$ cat src/dtpb_pkg.sv
// Shared types, constants and rounding helper for the depth-to-point back-projection core.
`default_nettype none

package dtpb_pkg;

    // Default image limits
    localparam int unsigned MAX_WIDTH_DEF  = 4096;
    localparam int unsigned MAX_HEIGHT_DEF = 4096;

    // Field widths
    localparam int unsigned DEPTH_W    = 16;
    localparam int unsigned COORD_W    = 24;
    localparam int unsigned Z_W        = 20;
    localparam int unsigned CFG_DATA_W = 24;
    localparam int unsigned CFG_IDX_W  = 3;
    localparam int unsigned IN_TDATA_W  = 16;
    localparam int unsigned OUT_TDATA_W = 72;
    localparam int unsigned PROD1_W    = 32;
    localparam int unsigned PROD2_W    = 56;

    // Saturation limits and rounding constant (Q24 product)
    localparam logic [32:0] POS_LIMIT  = 33'd8388607;
    localparam logic [32:0] NEG_LIMIT  = 33'd8388608;
    localparam logic [56:0] ROUND_HALF = 57'd8388608;

    // Register reset values
    localparam logic [15:0] RST_MIN_DEPTH   = 16'd300;
    localparam logic [15:0] RST_MAX_DEPTH   = 16'd5000;
    localparam logic [7:0]  RST_STRIDE      = 8'd2;
    localparam logic [12:0] RST_IMAGE_WIDTH = 13'd640;
    localparam logic [15:0] RST_CENTER_X    = 16'd5120;
    localparam logic [15:0] RST_CENTER_Y    = 16'd3840;
    localparam logic [23:0] RST_INV_FOCAL_X = 24'd43690;
    localparam logic [23:0] RST_INV_FOCAL_Y = 24'd43690;

    // Register indexes
    typedef enum logic [CFG_IDX_W-1:0] {
        CFG_MIN_DEPTH,
        CFG_MAX_DEPTH,
        CFG_STRIDE,
        CFG_IMAGE_WIDTH,
        CFG_CENTER_X,
        CFG_CENTER_Y,
        CFG_INV_FOCAL_X,
        CFG_INV_FOCAL_Y
    } t_cfg_index;

    typedef struct packed {
        logic [15:0] min_depth_mm;
        logic [15:0] max_depth_mm;
        logic [7:0]  stride;
        logic [12:0] image_width;
        logic [15:0] center_x;
        logic [15:0] center_y;
        logic [23:0] inv_focal_x;
        logic [23:0] inv_focal_y;
    } t_cfg;

    // Controller states
    typedef enum logic [1:0] {
        ST_IDLE,
        ST_MUL_DEPTH,
        ST_MUL_FOCAL,
        ST_ROUND
    } t_state;

    // Controller to datapath
    typedef struct packed {
        logic accept;
        logic mul_depth_en;
        logic mul_focal_en;
        logic load_out;
    } t_dp_cmd;

    // Datapath to controller
    typedef struct packed {
        logic has_result;
        logic out_free;
    } t_dp_status;

    // Round half away from zero, shift by 24, apply sign, saturate to 24 bits
    function automatic logic [COORD_W-1:0] round_sat(input logic [PROD2_W-1:0] prod,
                                                     input logic neg);
        logic [56:0]        sum;
        logic [32:0]        mag;
        logic [COORD_W-1:0] res;
        sum = {1'b0, prod} + ROUND_HALF;
        mag = sum[56:24];
        if (neg) begin
            if (mag > NEG_LIMIT) res = 24'h800000;
            else                 res = 24'd0 - mag[23:0];
        end else begin
            if (mag > POS_LIMIT) res = 24'h7FFFFF;
            else                 res = mag[23:0];
        end
        return res;
    endfunction

endpackage

`default_nettype wire

$ cat src/dtpb_cfg_regs.sv
// Configuration register bank written through a plain index/data write port.
`default_nettype none

module dtpb_cfg_regs (
    input  wire logic                               i_clk,
    input  wire logic                               i_rst_n,
    input  wire logic                               i_cfg_wr_en,
    input  wire logic [dtpb_pkg::CFG_IDX_W-1:0]     i_cfg_index,
    input  wire logic [dtpb_pkg::CFG_DATA_W-1:0]    i_cfg_wr_data,
    output dtpb_pkg::t_cfg                          o_cfg
);
    import dtpb_pkg::*;

    t_cfg r_cfg;

    // Register writes, decoded by index
    always_ff @(posedge i_clk) begin
        if (!i_rst_n) begin
            r_cfg.min_depth_mm <= RST_MIN_DEPTH;
            r_cfg.max_depth_mm <= RST_MAX_DEPTH;
            r_cfg.stride       <= RST_STRIDE;
            r_cfg.image_width  <= RST_IMAGE_WIDTH;
            r_cfg.center_x     <= RST_CENTER_X;
            r_cfg.center_y     <= RST_CENTER_Y;
            r_cfg.inv_focal_x  <= RST_INV_FOCAL_X;
            r_cfg.inv_focal_y  <= RST_INV_FOCAL_Y;
        end else if (i_cfg_wr_en) begin
            unique case (t_cfg_index'(i_cfg_index))
                CFG_MIN_DEPTH:   r_cfg.min_depth_mm <= i_cfg_wr_data[15:0];
                CFG_MAX_DEPTH:   r_cfg.max_depth_mm <= i_cfg_wr_data[15:0];
                CFG_STRIDE:      r_cfg.stride       <= i_cfg_wr_data[7:0];
                CFG_IMAGE_WIDTH: r_cfg.image_width  <= i_cfg_wr_data[12:0];
                CFG_CENTER_X:    r_cfg.center_x     <= i_cfg_wr_data[15:0];
                CFG_CENTER_Y:    r_cfg.center_y     <= i_cfg_wr_data[15:0];
                CFG_INV_FOCAL_X: r_cfg.inv_focal_x  <= i_cfg_wr_data;
                CFG_INV_FOCAL_Y: r_cfg.inv_focal_y  <= i_cfg_wr_data;
                default:         r_cfg <= r_cfg;
            endcase
        end
    end

    assign o_cfg = r_cfg;

endmodule

`default_nettype wire

$ cat config.mk
export PLATFORM = sky130hd
export DESIGN_NAME = dtpb_cfg_regs
export DESIGN_NICKNAME = d
export VERILOG_FILES = /design/src/dtpb_pkg.sv /design/src/dtpb_cfg_regs.sv
export SDC_FILE = /design/constraint.sdc
export NUM_CORES = 1
export LEC_CHECK = 0
export BUFFER_PORTS_ARGS = -buffer_cell sky130_fd_sc_hd__buf_2
export CORE_UTILIZATION = 29
export CTS_CLUSTER_DIAMETER = 80
export CTS_CLUSTER_SIZE = 30
export DETAILED_ROUTE_END_ITERATION = 12
export PLACE_DENSITY = 0.52
export SETUP_SLACK_MARGIN = 0.15
export SYNTH_ARGS = -nofsm -noshare
export SYNTH_HDL_FRONTEND = slang
export SYNTH_SLANG_ARGS = --single-unit
export TNS_END_PERCENT = 100
$ cat constraint.sdc
create_clock -name i_clk -period 2.4 [get_ports i_clk]
set_input_delay 0.24 -clock i_clk [delete_from_list [all_inputs] [get_ports i_clk]]
set_output_delay 0.24 -clock i_clk [all_outputs]
set_load 0.005 [all_outputs]
Word level (Yosys, flattened, before mapping)
Index checks and enable logic that the tools add are counted.
- bits in registers: 133
- input port bits: 30
- output and inout port bits: 133
- logic and storage cells: 24
- eq/ne operators: 7
- reductions and logical operators: 9
- operator list (cell ; count):
    2-bit AND reduction ; 8
    3-bit equality test (second input constant) ; 4
    3-bit by 2-bit equality test with 1-bit output (second input constant) ; 2
    3-bit by 1-bit equality test with 1-bit output (second input constant) ; 1
    3-bit zero test ; 1

Longest topological paths before layout
- depth in word-level cells: 2
- depth in mapped cells: 5
- mapped depth without buffers: 2

Worst setup path after synthesis
OpenSTA, ideal clock, no wires.
- path kind: input port to flip-flop
- start point: in i_cfg_index[1] (netlist bit)
- end point: reg r_cfg, in the netlist o_cfg[123]
- library setup time: 0.126 ns
- arrival: 1.286 ns
- required time: 2.274 ns
- setup slack: 0.989 ns
- cell stages on the path: 5
- path through: buf_2 or4b_4 buf_6 buf_12 mux2i_1
- word-level cells in the longest chain between the ends: 2
- RTL lines (item ; RTL line ; RTL):
    start: declaration ; dtpb_cfg_regs.sv:8 ; input wire logic [dtpb_pkg::CFG_IDX_W-1:0] i_cfg_index,
    3-bit zero test ; dtpb_cfg_regs.sv:28 ; unique case (t_cfg_index'(i_cfg_index))
    2-bit AND reduction (no source line) ; -- ;
    end signal: assignment ; dtpb_cfg_regs.sv:37 ; default: r_cfg <= r_cfg;
    end: declaration ; dtpb_cfg_regs.sv:14 ; t_cfg r_cfg;
No other way between the ends.
A chain may end at the register's enable or synchronous reset.

==> impl_metrics.json <==
{
  "preCtsSetupSlack_ns": 0.762,
  "grt-ovfl-total": 0,
  "grt_pass1_wl_mm": 22.6,
  "die_area_um2": 17900,
  "gp_congestion": 0.740,
  "die_h_um": 134,
  "critPathKind": "in -> reg",
  "nets": 668,
  "syn_inst": 482,
  "ir_worst_vdd_mv": 0.466,
  "synth.avg_cell_area_um2": 10.4,
  "critPathLaunchType": "primary input",
  "clk_pin_slew_worst_paths_ns": 0.05,
  "r2r_slack_ns": 1.75,
  "cts_made_buffers": 17,
  "drive_gt1_frac": 0.314,
  "synth_top_area_frac": 0.529,
  "path_cells": "buf_4 -> nand2_1 -> mux2i_1",
  "hp-start": "i_cfg_wr_data[16]",
  "swShare": 0.221,
  "p_total_mw": 5.21,
  "fin_crit_sh": 0.488,
  "pin_count": 163,
  "dp.final_hpwl_mm": 10.7,
  "cts_resized": 0,
  "r2r_cells": 2,
  "syn_to_final_growth_pct": 31.8,
  "drv_slew": 0,
  "power_frac_clock": 0.502,
  "core-area_um2": 16800,
  "cts_tree": "done",
  "hold_viol_final": 0,
  "yosysSeqAreaShare": 0.529,
  "leakage_nw": 3.41,
  "cts_setup_buffers": 0,
  "firstDrtPassIters": 4,
  "synthDistinctLibCells": 16,
  "cp.arrival_ns": 1.50,
  "antenna_found_initial": 1,
  "cp-end-kind": "register",
  "synth.area.top_cells": "dfxtp_1, mux2i_1, nand2_1",
  "fin_ws_ns": 1.23,
  "routed_wl_mm": 15.1,
  "power.density_nw_per_um2": 786,
  "cap_violations": 0,
  "setup_tns_ns": 0,
  "clock-sinks": 133,
  "synthesis.area_um2": 5030,
  "power_switching_mw": 1.15,
  "period_minus_slack_ns": 1.17,
  "clock-root-buffer": "clkbuf_16",
  "cp.required_ns": 2.73,
  "outcome": "complete, no violations",
  "ant_nets": 0,
  "drtIter0Drc": 129,
  "max_stage_delay_ns": 0.49,
  "initial_core_util": 0.300,
  "critical_path.slowest_cell": "nand2_1",
  "p_seq_frac": 0.438,
  "cts_hold_buf": 0,
  "fp.dieW_um": 134,
  "yosys.area.top_type": "dfxtp_1",
  "hold_depth": 3,
  "max-slew-margin-rel": 0.484,
  "grt_pass1_vias": 3854,
  "rows": 47,
  "rr_endpoint": "o_cfg[37]",
  "grt_max_degree": 65,
  "portBuffers": 162,
  "clk_latency_ns": 0.41,
  "setup_viol": 0,
  "min_to": "o_cfg[40]",
  "grtUsageTotal": 0.174,
  "internal_power_mw": 4.06,
  "skew_ns": 0,
  "viasPerCell": 4.41,
  "rsz0062_at_grt": "no",
  "via_count": 3842,
  "htreeDepth": 4,
  "syn-num-nets": 512,
  "largest_reg_flops": 133,
  "drc": 0,
  "crit_path_max_fanout": 64,
  "routedWlPerCell_um": 17.4,
  "hp-class": "in -> reg",
  "cts-root-to-sink-buffers": 2,
  "worst_pin_slew_ns": 0.773,
  "synth_seq_cells": 133,
  "combPwrFrac": 0.060,
  "max_freq_mhz": 854,
  "yosysWarnings": 0,
  "rr_startpoint": "o_cfg[37]"
}
## worst max-delay path by stage
| stage | from | to | cells past startpoint | slack (ns) |
|---|---|---|---|---|
| CTS | i_rst_n | o_cfg[107] | 3 | 1.20 |
| finish | i_rst_n | o_cfg[107] | 3 | 1.23 |
| detailed placement | i_rst_n | o_cfg[107] | 3 | 0.76 |
| global placement | i_rst_n | o_cfg[107] | 3 | 0.82 |
| floorplan | i_cfg_index[1] | o_cfg[123] | 5 | 0.99 |
| global route | i_rst_n | o_cfg[54] | 3 | 1.11 |
## synthesized netlist by cell type
master / instances
and4b_1: 1
buf_1: 2
buf_12: 1
buf_2: 13
buf_4: 1
buf_6: 2
clkbuf_1: 18
dfxtp_1: 133
mux2i_1: 133
nand2_1: 123
nand4_1: 1
nand4b_1: 3
nand4bb_1: 2
nor2b_1: 46
nor4bb_1: 2
or4b_4: 1
## power by group through the flow
stage | Combinational (mW) | Clock, mW | Sequential [mW]
floorplan | 0.172 | 0 | 2.33
global placement | 0.313 | 0 | 2.33
detailed placement | 0.319 | 0 | 2.33
CTS | 0.320 | 2.67 | 2.29
global route | 0.341 | 2.78 | 2.29
finish | 0.312 | 2.62 | 2.29
## stage by stage
stage / cell area (µm²) / hold slack [ns] / util / instances
6_report: 6630 / 0.104 / 0.396 / 871
5_1_grt: 6630 / 0.0961 / 0.395 / 870
4_1_cts: 6630 / 0.0819 / 0.395 / 870
3_5_place_dp: 6040 / 0.449 / 0.360 / 839
3_3_place_gp: 6040 / 0.443 / 0.360 / 839
2_1_floorplan: 5030 / 0.400 / - / 482
## metal layers
metal | wire length [µm] | global-route usage | up-vias | share of wire
met5 | 0 | 0 | - | 0
met4 | 142 | 0.0511 | 0 | 0.0094
met3 | 778 | 0.0540 | 9 | 0.051
met2 | 7040 | 0.274 | 102 | 0.47
met1 | 7170 | 0.225 | 1823 | 0.47
li1 | - | - | 1908 | -
## cells in the final DEF (no fill, tap or decap)
cell        synthesis  layout
and4b_1             1       1
buf_2              13     161
buf_4               1      13
bufinv_16           0       3
clkbuf_1           18       3
clkbuf_16           0      17
clkbuf_8            0       2
clkinv_2            0       3
clkinvlp_4          0       3
dfxtp_1           133     133
diode_2             0       1
mux2i_1           133     133
nand2_1           123     123
nand4_1             1       1
nand4b_1            3       3
nand4bb_1           2       2
nor2b_1            46      46
nor4bb_1            2       1
nor4bb_4            0       1
or4b_4              1       1
## critical path, delay by kind of cell
| kind | cells | cell delay, ns |
|---|---|---|
| AND/OR/NAND/NOR | 1 | 0.49 |
| buffers and inverters | 1 | 0.46 |
| multiplexers | 1 | 0.27 |
## cells by family (layout without fill, tap and decap cells)
logic type / after synthesis / in the layout / synth area share
flops: 133 / 133 / 0.529
buf+inv: 37 / 205 / 0.0378
mux: 133 / 133 / 0.265
simple gates: 179 / 179 / 0.169
other cells: 0 / 1 / 0
## layout make-up
| cell class | instances | area (µm²) |
|---|---|---|
| Antenna cell | 1 | 2.50 |
| Clock buffer | 22 | 464 |
| Clock inverter | 9 | 128 |
| Fill cell | 1681 | 10100 |
| Multi-Input combinational cell | 312 | 2190 |
| Sequential cell | 133 | 2660 |
| Tap cell | 220 | 275 |
| Timing Repair Buffer | 174 | 903 |
(Power assumes the default switching activity.)
