File: src/dtpb_pkg.sv
// Shared types, constants and rounding helper for the depth-to-point back-projection core.
`default_nettype none

package dtpb_pkg;

    // Default image limits
    localparam int unsigned MAX_WIDTH_DEF  = 4096;
    localparam int unsigned MAX_HEIGHT_DEF = 4096;

    // Field widths
    localparam int unsigned DEPTH_W    = 16;
    localparam int unsigned COORD_W    = 24;
    localparam int unsigned Z_W        = 20;
    localparam int unsigned CFG_DATA_W = 24;
    localparam int unsigned CFG_IDX_W  = 3;
    localparam int unsigned IN_TDATA_W  = 16;
    localparam int unsigned OUT_TDATA_W = 72;
    localparam int unsigned PROD1_W    = 32;
    localparam int unsigned PROD2_W    = 56;

    // Saturation limits and rounding constant (Q24 product)
    localparam logic [32:0] POS_LIMIT  = 33'd8388607;
    localparam logic [32:0] NEG_LIMIT  = 33'd8388608;
    localparam logic [56:0] ROUND_HALF = 57'd8388608;

    // Register reset values
    localparam logic [15:0] RST_MIN_DEPTH   = 16'd300;
    localparam logic [15:0] RST_MAX_DEPTH   = 16'd5000;
    localparam logic [7:0]  RST_STRIDE      = 8'd2;
    localparam logic [12:0] RST_IMAGE_WIDTH = 13'd640;
    localparam logic [15:0] RST_CENTER_X    = 16'd5120;
    localparam logic [15:0] RST_CENTER_Y    = 16'd3840;
    localparam logic [23:0] RST_INV_FOCAL_X = 24'd43690;
    localparam logic [23:0] RST_INV_FOCAL_Y = 24'd43690;

    // Register indexes
    typedef enum logic [CFG_IDX_W-1:0] {
        CFG_MIN_DEPTH,
        CFG_MAX_DEPTH,
        CFG_STRIDE,
        CFG_IMAGE_WIDTH,
        CFG_CENTER_X,
        CFG_CENTER_Y,
        CFG_INV_FOCAL_X,
        CFG_INV_FOCAL_Y
    } t_cfg_index;

    typedef struct packed {
        logic [15:0] min_depth_mm;
        logic [15:0] max_depth_mm;
        logic [7:0]  stride;
        logic [12:0] image_width;
        logic [15:0] center_x;
        logic [15:0] center_y;
        logic [23:0] inv_focal_x;
        logic [23:0] inv_focal_y;
    } t_cfg;

    // Controller states
    typedef enum logic [1:0] {
        ST_IDLE,
        ST_MUL_DEPTH,
        ST_MUL_FOCAL,
        ST_ROUND
    } t_state;

    // Controller to datapath
    typedef struct packed {
        logic accept;
        logic mul_depth_en;
        logic mul_focal_en;
        logic load_out;
    } t_dp_cmd;

    // Datapath to controller
    typedef struct packed {
        logic has_result;
        logic out_free;
    } t_dp_status;

    // Round half away from zero, shift by 24, apply sign, saturate to 24 bits
    function automatic logic [COORD_W-1:0] round_sat(input logic [PROD2_W-1:0] prod,
                                                     input logic neg);
        logic [56:0]        sum;
        logic [32:0]        mag;
        logic [COORD_W-1:0] res;
        sum = {1'b0, prod} + ROUND_HALF;
        mag = sum[56:24];
        if (neg) begin
            if (mag > NEG_LIMIT) res = 24'h800000;
            else                 res = 24'd0 - mag[23:0];
        end else begin
            if (mag > POS_LIMIT) res = 24'h7FFFFF;
            else                 res = mag[23:0];
        end
        return res;
    endfunction

endpackage

`default_nettype wire

File: src/dtpb_ctrl.sv
// Sequencer for one pixel: accept, depth multiply, focal multiply, round into output register.
`default_nettype none

module dtpb_ctrl (
    input  wire logic               i_clk,
    input  wire logic               i_rst_n,
    input  wire logic               i_in_valid,
    output logic                    o_in_ready,
    input  dtpb_pkg::t_dp_status    i_status,
    output dtpb_pkg::t_dp_cmd       o_cmd
);
    import dtpb_pkg::*;

    t_state r_state;
    t_state n_state;

    // State register
    always_ff @(posedge i_clk) begin
        if (!i_rst_n) begin
            r_state <= ST_IDLE;
        end else begin
            r_state <= n_state;
        end
    end

    // Next state and commands
    always_comb begin
        n_state    = r_state;
        o_in_ready = 1'b0;
        o_cmd      = '0;
        unique case (r_state)
            ST_IDLE: begin
                o_in_ready = 1'b1;
                if (i_in_valid) begin
                    o_cmd.accept = 1'b1;
                    // dropped pixels finish here; others run the multiply chain
                    if (i_status.has_result) n_state = ST_MUL_DEPTH;
                end
            end
            ST_MUL_DEPTH: begin
                o_cmd.mul_depth_en = 1'b1;
                n_state = ST_MUL_FOCAL;
            end
            ST_MUL_FOCAL: begin
                o_cmd.mul_focal_en = 1'b1;
                n_state = ST_ROUND;
            end
            ST_ROUND: begin
                if (i_status.out_free) begin
                    o_cmd.load_out = 1'b1;
                    n_state = ST_IDLE;
                end
            end
            default: n_state = ST_IDLE;
        endcase
    end

endmodule

`default_nettype wire

File: config.mk
export PLATFORM = sky130hd
export DESIGN_NAME = dtpb_ctrl
export DESIGN_NICKNAME = d
export VERILOG_FILES = /design/src/dtpb_pkg.sv /design/src/dtpb_ctrl.sv
export SDC_FILE = /design/constraint.sdc
export NUM_CORES = 1
export LEC_CHECK = 0
export BUFFER_PORTS_ARGS = -buffer_cell sky130_fd_sc_hd__buf_2
export CAP_MARGIN = 40
export CORE_AREA = 4 4 41 43
export CTS_CLUSTER_DIAMETER = 30
export DETAILED_ROUTE_END_ITERATION = 8
export DIE_AREA = 0 0 45 47
export SETUP_SLACK_MARGIN = 0.05
export SKIP_LAST_GASP = 1
export SLEW_MARGIN = 20
export SYNTH_ARGS = -nofsm -noshare
export SYNTH_HDL_FRONTEND = slang
export SYNTH_SLANG_ARGS = --single-unit
File: constraint.sdc
create_clock -name i_clk -period 2.7 [get_ports i_clk]
set_input_delay 0.135 -clock i_clk [delete_from_list [all_inputs] [get_ports i_clk]]
set_output_delay 0.135 -clock i_clk [all_outputs]
set_load 0.02 [all_outputs]
Word level (Yosys, flattened, before mapping)
Index checks and enable logic that the tools add are counted.
- register bits after elaboration: 2
- input bits: 5
- output and inout bits: 5
- logic and storage cells: 20
- equality and inequality tests: 6
- mux-type cells: 11
- reduce and logical (&&, ||, !) cells: 2
- operators with widths (operator ; number):
    case mux 2 bit (4 select lines) ; 1
    two-way mux 1 bit ; 7
    two-way mux 2 bit ; 3
    inequality test 2 bit, second input constant ; 3
    == test 2 bit, second input constant ; 2
    AND reduction 3 bit ; 1
    == test 2 x 1 -> 1 bit, second input constant ; 1
    logical NOT 2 bit ; 1

Longest topological paths before layout
Gate-level depths: netlist (run 1).
- depth in word-level cells: 3
- mapped depth: 4

Worst setup path before layout (run 1)
No wires, ideal clock.
- path kind: register -> register
- from: register r_state[0]
- to: register r_state[0]
- arrival: 1.399 ns
- slack: 1.229 ns
- stages on the path, launching flop included: 5
- clock period less this slack: 1.471 ns
- cell sequence: dfxtp_1 -> inv_1 -> ha_1 -> a222oi_1 -> mux2i_1
- cells in the longest elaborated chain, start to end: 3
- elaborated cells between the ends (all ways): 9
- classes of those cells: 6 x eq/ne; 1 x mux; 2 x reduce/logical
- RTL lines (element ; RTL line ; source):
    start, declared ; dtpb_ctrl.sv:14 ; t_state r_state;
    start signal, assigned ; dtpb_ctrl.sv:22 ; r_state <= n_state;
    == test 2 bit or logical NOT 2 bit (tied branches) ; dtpb_ctrl.sv:31 ; unique case (r_state)
    inequality test 2 bit (no source line) ; -- ;
    AND reduction 3 bit (no source line) ; -- ;
Parallel ways exist; a longest one is shown, timed or not.
A chain may end at the register's enable or synchronous reset.

Worst setup path in the final report (run 1)
- from: register r_state[0]
- to: register r_state[1]
The elaborated chain is that of the path after synthesis.

==> metrics, run 1 <==
multi-input logic area=123 um^2; synthesis-stage register bit count=2; First DRT Iteration DRCs=6; hold-fix buffers at CTS=0; CP startpoint kind=flop; GRT met3 Usage=3.07%; final std cells w/o fill=between 40 and 50; gr usage total=5.28%; setup ws final=1.20 ns; met2 Track Usage GR=under 10%; share of cells above drive strength 1=roughly two fifths; Slew @ Worst Pin=0.505 ns; crit path buf inv count=1; Syn. warnings=0; CP Data Required Time=2.85 ns; FILL cells=around 160; RSZ-0062 raised after global routing=false; I/O pins=10; Clock power frac=26.1%; Achievable Freq=667 MHz; fin crit share=55.5%; endpoint arrival time on the critical path=1.65 ns; grt ovf=0; Post-DP HPWL=348 um; Initial Util=13.9%; Worst-Skew Late Latency=0.22 ns; PostCTS Resize Cnt=0; switching power=0.000109 W; Cells after DPL=45; CTS tree=done; Max-Cap Viols=0; drt pass-1 iters=4; IO Port Bufs=9; Routed Antenna Nets=0; r2r worst-path depth=4; Sequential Power Share=20.8%; post-synthesis cell type count=9; relative slew slack=~66%; P&R area growth vs syn=47.6%; Worst setup EP type=flop; max reg flops=2; CTS max path bufs=2; Clock Tree Root=clkbuf_4; number of remaining DRC errors=0; static leakage=0.151 nW; Post-CTS Setup Repair Bufs=0; GPL Wtd Cong=0.615; clock sink count=2; Largest regs=r_state: 2 flops; Largest Register=r_state; dpl ws=1.16 ns; Site Rows=13; crit-path cells=inv_1 -> ha_1 -> a222oi_1 -> mux2i_1; CTS buffer count=3; net count reported at finish=45; Max H-tree Level=1; commonest non-fill, non-tap cell in the layout=buf_2; first-pass GRT wire length=703 um; Max stage delay on crit path=0.49 ns; vias in the first global route=186; Critical Path Slowest Stage Cell=a222oi_1; WP depth=4; Comb power frac=53.1%; sequential cell area=40.0 um^2; switching power share of the total=43.5%; M1 GR Usage=4.97%; final hold vios=0; Final Setup Violations=0; die height=47 um; Internal=0.000142 W; DIE WIDTH=between 40 and 50 um; worst reg2reg setup slack=1.20 ns; final slew viol count=0; Mapped Nets=31; Synth Area per Inst=8.64 um^2; Cell Area, Synth=approximately 180 um^2; final core utilization=20.6%; register area share after synthesis=22.1%; Min Clock Period, post-route=1.50 ns; hold path cells=3; critical setup path kind=reg -> reg; most frequent cells in the layout=buf_2, inv_1, ha_1; outcome=complete, no violations; Max rail drop VDD=about 0.00023 V; largest net degree at the start of global routing=5; total routed wirelength=400 um; crit-path max FO=4; Setup Skew=0.000388 ns; clk slew on worst S/H paths=0.03 ns; Routed WL per cell=8.33 um; vias per cell=3.69; crit-path leading delay family=compound AO/OA/AOI/OAI gates; # diodes=0; global routing's busiest layer=met2; Die ar.=2120 um^2; synthesized netlist cell count=21; setup tns final=0 ns; Power per Cell Area=938 nW/um^2; initial antenna violation count=0; Hold Crit Class=in -> reg; Core Region=1300 um^2; vias=~180
-- power by group through the flow --
stage | registers (W) | logic, W | clock network, W
finish | 0.0000523 | 0.000133 | 0.0000656
CTS | 0.0000530 | 0.000137 | 0.0000710
floorplan | 0.0000499 | 0.000104 | 0
global placement | 0.0000528 | 0.000136 | 0
global route | 0.0000550 | 0.000158 | 0.0000751
detailed placement | 0.0000534 | 0.000136 | 0
-- synth_stat cells --
cell type | number | share of area, %
inv_1 | 5 | 10
dfxtp_1 | 2 | 22
mux2i_1 | 2 | 11
and2_1 | 1 | 3.5
nand2_1 | 3 | 6.2
a222oi_1 | 1 | 5.5
and2_2 | 1 | 4.1
o21ai_0 | 1 | 2.8
ha_1 | 5 | 34
-- path summary, 6_finish.rpt --
| check | from | to |
|---|---|---|
| setup / recovery | r_state[0] | r_state[1] |
| hold / removal | i_rst_n | r_state[1] |
| setup reg to reg | r_state[0] | r_state[1] |
| hold reg to reg | r_state[1] | r_state[1] |
-- metal layers --
layer  vias to the layer above  wire, um
met1                        73       182
li1                         92         -
met4                         0        15
met2                        10       156
met3                         2        45
met5                         -         0
-- worst min-delay path, stage by stage --
cell and delay (ns):
buf_2 0.12, nand2_1 0.06, mux2i_1 0.06
-- kinds of logic after synthesis --
kind of cell,share of synthesized area [%]
buffers and inverters,10.3
AND/OR/NAND/NOR,13.8
adder cells (fa/ha/maj),34.5
AO/OA/AOI/OAI,8.27
flip-flops,22.1
multiplexers,11.0
-- cell type report --
cell class                 instances  share of cell area, %
inverter                           5                   7.01
multi-input combinational         14                   45.8
sequential                         2                   15.0
timing repair buffer               9                   16.8
clock buffer                       3                   8.41
tap                               15                   7.01
-- stage by stage --
step	total power, W	area, um^2	hold slack, ns
CTS	0.000261	268	0.192
finish	0.000251	268	0.202
global route	0.000288	268	0.225
detailed placement	0.000190	245	0.432
global placement	0.000188	245	0.427
floorplan	0.000154	181	0.281
Note: power is estimated with default switching activity, not from simulation.
==> inputs of run 2 (changes only) <==
clock period = 1.4 ns   (was 2.7 ns; I/O delays follow)
==> run 2 against run 1 <==
Compared with the run above: critical path depth did not move; maximum frequency increased by 17%; wire length increased by 1.5%; combinational power grew 130%; highest routed layer is now met3.
==> metrics, run 2 (synthesis gave the netlist of run 1 again) <==
outcome=complete, no violations (unchanged); post-route cell area=290 um^2 (was 268 um^2); dpl ws=0.0359 ns (was 1.16 ns); die height=47 um (unchanged); vias per cell=3.73 (was 3.69); commonest non-fill, non-tap cell in the layout=buf_2 (unchanged); Power per Cell Area=1880 nW/um^2 (was 938 nW/um^2); Achievable Freq=782 MHz (was 667 MHz); drt pass-1 iters=4 (unchanged); grt ovf=0 (unchanged); gr usage total=4.81% (was 5.28%); final hold vios=0 (unchanged); net count reported at finish=46 (was 45); Die ar.=2120 um^2 (unchanged); CTS buffer count=3 (unchanged); FILL cells=156 (was 155); Slew @ Worst Pin=0.274 ns (was 0.505 ns); dpl cell area=265 um^2 (was 245 um^2); Routed Antenna Nets=0 (unchanged); Worst setup EP type=flop (unchanged); Max-Cap Viols=0 (unchanged); Max rail drop VDD=0.000391 V (was 0.000232 V); GPL Wtd Cong=0.611 (was 0.615); initial antenna violation count=0 (unchanged); Setup Skew=0.00193 ns (was 0.000388 ns); vias in the first global route=197 (was 186); First DRT Iteration DRCs=1 (was 6); # diodes=0 (unchanged); total routed wirelength=406 um (was 400 um); vias=183 (was 177); CTS tree=done (unchanged); clock sink count=2 (unchanged); number of remaining DRC errors=0 (unchanged); Initial Util=13.9% (unchanged); final std cells w/o fill=49 (was 48); most frequent cells in the layout=buf_2, ha_1, nand2_1, inv_1, clkbuf_4 (was buf_2, inv_1, ha_1); I/O pins=10 (unchanged); CTS max path bufs=2 (unchanged); setup ws final=0.121 ns (was 1.20 ns); RSZ-0062 raised after global routing=false (unchanged); Max H-tree Level=1 (unchanged); Worst-Skew Late Latency=0.22 ns (about the same); max reg flops=2 (unchanged); Post-CTS Setup Repair Bufs=0 (unchanged); Min Clock Period, post-route=1.28 ns (was 1.50 ns); Site Rows=13 (unchanged); CP Data Required Time=1.55 ns (was 2.85 ns); first-pass GRT wire length=703 um (unchanged); P&R area growth vs syn=60.0% (was 47.6%); Largest regs=r_state: 2 flops (unchanged); Hold Crit Class=in -> reg (unchanged); critical setup path kind=reg -> reg (unchanged); Largest Register=r_state (unchanged); relative slew slack=81.8% (was 66.3%); static leakage=0.157 nW (was 0.151 nW); setup tns final=0 ns (unchanged); crit-path max FO=4 (unchanged); largest net degree at the start of global routing=5 (unchanged); DIE WIDTH=45 um (unchanged); fin crit share=91.3% (was 55.5%); CP startpoint kind=flop (unchanged); Clock Tree Root=clkbuf_4 (unchanged); final slew viol count=0 (unchanged); clk slew on worst S/H paths=0.03 ns (about the same); Routed WL per cell=8.29 um (was 8.33 um); Final Setup Violations=0 (unchanged); Post-DP HPWL=325 um (was 348 um); IO Port Bufs=9 (unchanged); final core utilization=22.3% (was 20.6%); endpoint arrival time on the critical path=1.43 ns (was 1.65 ns); share of cells above drive strength 1=55.9% (was 39.4%); Core Region=1300 um^2 (unchanged); Cells after DPL=46 (was 45)
run 2: repair_timing:
action                                  CTS  global route
hold buffers                              0             0
pin swaps                                 0             0
endpoints found under the setup margin    2             2
gates resized for setup                   2             2
cloned                                    0             0
run 2: critical path, cell delays in order (launching register included):
cell and delay, ns:
dfxtp_2 0.33, ha_1 0.20, a222oi_1 0.33, buf_4 0.18, mux2i_1 0.16
run 2: area by class of cell:
class	instances	area, um^2	share of cell area [%]
Multi-Input combinational cell	14	135	46.6
Tap cell	15	18.8	6.47
Inverter	5	18.8	6.47
Clock buffer	3	22.5	7.76
Timing Repair Buffer	10	52.6	18.1
Sequential cell	2	42.5	14.7
run 2: routing by layer:
metal / share of wire, % / wire [um] / up-vias / GRT usage, %
met2: 52 / 213 / 5 / 7.63
met4: 0 / 0 / 0 / 7.02
li1: - / - / 93 / -
met3: 8.1 / 33 / 0 / 0
met1: 39 / 160 / 85 / 4.97
met5: 0 / 0 / - / 0
run 2: where the power goes:
part / switching (W) / internal (W)
registers: 0.0000276 / 0.0000836
logic: 0.000171 / 0.000133
clock network: 0.0000339 / 0.0000947
run 2: path summary, 6_finish.rpt:
path                   start         end  slack [ns]  cells after the start
setup / recovery  r_state[0]  r_state[0]        0.12                      4
hold reg to reg   r_state[0]  r_state[0]        0.48                      2
setup reg to reg  r_state[0]  r_state[0]        0.12                      4
hold / removal       i_rst_n  r_state[1]        0.12                      3
run 2: stage by stage:
stage	power, W	hold WS (ns)
2_1_floorplan	0.000325	0.216
3_3_place_gp	0.000406	0.353
3_5_place_dp	0.000410	0.364
4_1_cts	0.000552	0.115
5_1_grt	0.000592	0.165
6_report	0.000544	0.122
